File: src/design/assert_macros.svh
// Assertion macros for the interval table design file.
`ifndef ASSERT_MACROS_SVH
`define ASSERT_MACROS_SVH

// Same-cycle implication, checked on every rising edge outside reset.
`define ITOQ_ASSERT_NOW(label, ante, cons, msg) \
	label: assert property (@(posedge clk) disable iff (!arst_n) (ante) |-> (cons)) \
		else $error(msg);

// Next-cycle implication, checked on every rising edge outside reset.
`define ITOQ_ASSERT_NEXT(label, ante, cons, msg) \
	label: assert property (@(posedge clk) disable iff (!arst_n) (ante) |=> (cons)) \
		else $error(msg);

`endif

File: src/design/itoq_ram.sv
// Generic simple dual-port RAM with registered read.
module itoq_ram #(
	parameter int WIDTH = 8,
	parameter int DEPTH = 16
) (
	input  logic                     clk,
	input  logic                     wr_en,
	input  logic [$clog2(DEPTH)-1:0] wr_addr,
	input  logic [WIDTH-1:0]         wr_data,
	input  logic                     rd_en,
	input  logic [$clog2(DEPTH)-1:0] rd_addr,
	output logic [WIDTH-1:0]         rd_data
);

	logic [WIDTH-1:0] mem_q [DEPTH];

	always_ff @(posedge clk) begin
		if (wr_en) begin
			mem_q[wr_addr] <= wr_data;
		end
		if (rd_en) begin
			rd_data <= mem_q[rd_addr];
		end
	end

endmodule

File: config.mk
export PLATFORM = sky130hd
export DESIGN_NAME = itoq_ram
export DESIGN_NICKNAME = d
export VERILOG_FILES = /design/src/design/assert_macros.svh /design/src/design/itoq_ram.sv
export SDC_FILE = /design/constraint.sdc
export NUM_CORES = 1
export LEC_CHECK = 0
export CORE_UTILIZATION = 44
export DETAILED_ROUTE_END_ITERATION = 8
export DONT_BUFFER_PORTS = 1
export GPL_ROUTABILITY_DRIVEN = 0
export SLEW_MARGIN = 20
export SYNTH_ARGS = -nofsm -noshare
export SYNTH_HDL_FRONTEND = slang
export SYNTH_SLANG_ARGS = --single-unit
File: constraint.sdc
create_clock -name clk -period 1.7 [get_ports clk]
set_input_delay 0.085 -clock clk [delete_from_list [all_inputs] [get_ports clk]]
set_output_delay 0.085 -clock clk [all_outputs]
set_load 0.01 [all_outputs]
-- After elaboration in Yosys (flattened, before gate mapping)
Memory sizes are Yosys's and may differ from the RTL's. A register that Yosys moved wholly into a read port is not among the register bits.
Cells that the tools add are included.
- mux-type cells: 2
- operators by type and width (kind ; number):
    2-to-1 mux 1 bit ; 2
- output and inout port bits: 8
- memory bits (writable): 128
- input port bits: 19
- bits in registers: 0
- memories kept: 1
- memories (memory ; depth ; bits a word ; rd ports ; clocked after Yosys merged registers in ; write ports ; RTL line ; RTL):
    mem_q ; 16 ; 8 ; 1 ; 1 ; 1 ; itoq_ram.sv:15 ; logic [WIDTH-1:0] mem_q [DEPTH];

-- Logic depth before layout (Yosys ltp)
- depth in word-level cells: 2
- gate-level depth with buffers: 5
- mapped depth without buffers: 3

-- Worst setup path before layout
Ideal clock, no wire load.
- path kind: input to register
- start: input wr_addr[2]
- end: memory mem_q[0][0], enable pin
- setup time: 0.383 ns
- slack: 0.122 ns
- path buffers: 0
- stages on the path: 2
- required time: 1.317 ns
- arrival time: 1.195 ns
- cells stage by stage: or3b_2 -> nor3_1
- RTL lines (element ; RTL line ; RTL):
    start: declaration ; itoq_ram.sv:8 ; input logic [$clog2(DEPTH)-1:0] wr_addr,
    end: declaration ; itoq_ram.sv:15 ;
Straight into the memory's write port.

==> impl_results.md <==
- TritonRoute pass-1 iters: 6
- Vias/cell: 5.568
- Number of global-route vias before repair: roughly 2500
- Failing checks: DRC
- Core ar.: approximately 12000 um2
- Post-synth top cells: 136 x edfxtp_1, 18 x mux4_2, 16 x a22oi_1, 14 x mux4_1, 13 x nor2_1
- PostCTS Resize Cnt: 0
- Row Count: 39
- Final Slew Violations: 0
- Setup WS pre-CTS: 0.1691 ns
- Largest area contributor in the netlist: edfxtp_1
- Largest family of logic cells by synthesized area: multiplexers
- Flops & latches, synth: about 140
- CP Buf/Inv Count: 0
- Mux cell area share after synthesis: 0.1479
- Number of synthesized flops with an enable pin: around 140
- CTS tree: yes
- Die Wd: between 100 and 150 um
- Min Tclk post-route: 1.513 ns
- Avg WL per Cell: 23.09 um
- Share of cells above drive strength 1: 0.2374
- Synthesized area per cell: about 23 um2
- Crit end category: register
- Vias: ~2300
- Synth top area cells: edfxtp_1 78%, mux4_2 7.8%, mux4_1 7.0%
- CTS max path bufs: 2
- Synth top area share: 0.7812
- YS warnings: 0
- Most common cell in the netlist: edfxtp_1
- Utilization after layout: 0.5365
- Relative slew slack: 0.6243
- CP max stage delay: 0.51 ns
- Antenna cells: 0
- Initial DRC Count: approximately 220
- Worst clock skew: between 0.008 and 0.009 ns
- Post-Synth Simple-Gate Area: 0.03135
- Final Power: between 7000 and 8000 uW
- Initial antenna violation count: 0
- Worst Max-Slew Pin Slew: around 0.56 ns
- Fmax: approximately 660 MHz
- Port Buf Inserts: 0
- Nets: 284
- First-pass GRT wire length: ~15 mm
- Clock Sinks: roughly 140
- RSZ-0062 raised after global routing: false
- Critical path arrival: between 1.5 and 2 ns
- Outcome: finished with violations
- Gr usage total: 0.1763
- Hold WS: approximately 0.056 ns
- Syn_nets: 248
- Slowest-stage cell, CP: mux4_1
- CP Launch Type: register
- R2r setup slk: around 0.19 ns
- Max-Cap Viols: 0
- Crit Path Category: register to register
- Worst-path clk slew: around 0.06 ns
- Hold Vio Cnt, Final: 0
- Initial core utilization: 0.4539
- Leakage: 0.002041 uW
- Die Span Y: 111 um
- Async SR Flop Fraction: 0
- Post-route setup TNS: 0 ns
- H-tree levels: 4
- Worst path cell trace: mux4_1 > a22oi_1 > nand2_1
- Root buf cell: clkbuf_16
- Yosys cell types: 18
- Post-Synth Adder-Cell Area: 0
- Grt total ovfl: 0
- Worst hold-check path type: input port to register
- Hpwl dp: between 5 and 6 mm
- Pwr Density: about 1300 nW/um2
- Synth Instances: 229
- DRC: 6
- Kind of cell adding the most delay to the critical path: multiplexers
- Sequential element share of the synthesized area: 0.7812
- Largest fanout on the critical path: 1
- Cell area after synthesis: approximately 5200 um2
- Largest net degree at the start of global routing: 33
- Required time of the critical path: about 1.9 ns
- Final setup vio count: 0
- DRT antenna net count: 0
- # fillers: 873
- Worst vdd ir: between 0.6 and 0.7 mV
- Synth Flop Type: edfxtp_1
- Routed WL: 9.720 mm
- Tcrit/Tclk final: 0.8903
- Synth-to-layout area growth: 18.19%
- Worst Slack Setup Final: 0.1865 ns
- Post-Synth XOR/XNOR Area: 0
- Number of buffers created by CTS: 17
- Top-Level Pins: 27
- Compound-Gate Fraction of Synth Area: 0.02298
- Die footprint: roughly 12000 um2
- Clk_lat worst skew: approximately 0.4 ns
flip-flops by register name (all words and copies together) (netlist names):
name	cells
mem_q	128
rd_data	8
timing repair:
item,in CTS,in global routing
endpoints found under the hold margin,136,0
buffers inserted,0,0
hold buffers,9,0
setup endpoints to repair,0,0
per-layer routing:
metal | global-route usage | wire [um] | vias to the layer above
li1 | - | - | 1053
met1 | 0.2421 | 4369 | 1217
met2 | 0.2692 | 4825 | 70
met3 | 0.04975 | 459 | 4
met4 | 0.06849 | 65 | 0
met5 | 0 | 0 | -
logic make-up after synthesis:
family                 after synthesis
AND/OR/NAND/NOR                     35
AO/OA/AOI/OAI                       16
flip-flops                         136
buffers and inverters               10
multiplexers                        32
power by group:
part / switching, uW / leakage, uW / total [uW] / internal, uW
registers: 29.9 / 0.00124 / 3810 / 3780
clock network: 1300 / 0.000301 / 3890 / 2580
logic: 135 / 0.000504 / 265 / 130
worst paths after layout:
check                                    to          from  depth (start not counted)
worst min-delay path            mem_q[4][5]    wr_addr[0]                          2
worst max register to register   rd_data[1]   mem_q[9][1]                          3
worst min register to register   rd_data[7]  mem_q[14][7]                          3
worst max-delay path             rd_data[1]   mem_q[9][1]                          3
cell usage in the layout, fill, tap and decap left out, drive strengths merged:
master and count:
and2 1, nand3 1, nand2 9, clkinvlp 3, nor2b 1, buf 18, or3b 1, nor2 13
nand3b 2, edfxtp 136, and2b 1, dlygate4sd3 9, clkbuf 18, nor3 4, nand2b 2, mux4 32
a22oi 16, bufinv 5, clkinv 5, inv 1
stage by stage:
| step | std cells | instance area (um2) |
|---|---|---|
| after global placement | 380 | 5455 |
| after floorplan | 229 | 5228 |
| after global routing | 421 | 6178 |
| final | 421 | 6178 |
| after detailed placement | 380 | 5455 |
| after CTS | 421 | 6178 |
final cells by class:
type	count	area, um2	share of cell area
Tap cell	143	178.9	0.02896
Timing Repair Buffer	27	225.2	0.03645
Clock buffer	18	429.2	0.06946
Multi-Input combinational cell	83	1057	0.1711
Sequential cell	136	4084	0.6610
Clock inverter	14	203.9	0.03301
Note: power is estimated with default switching activity, not from simulation.
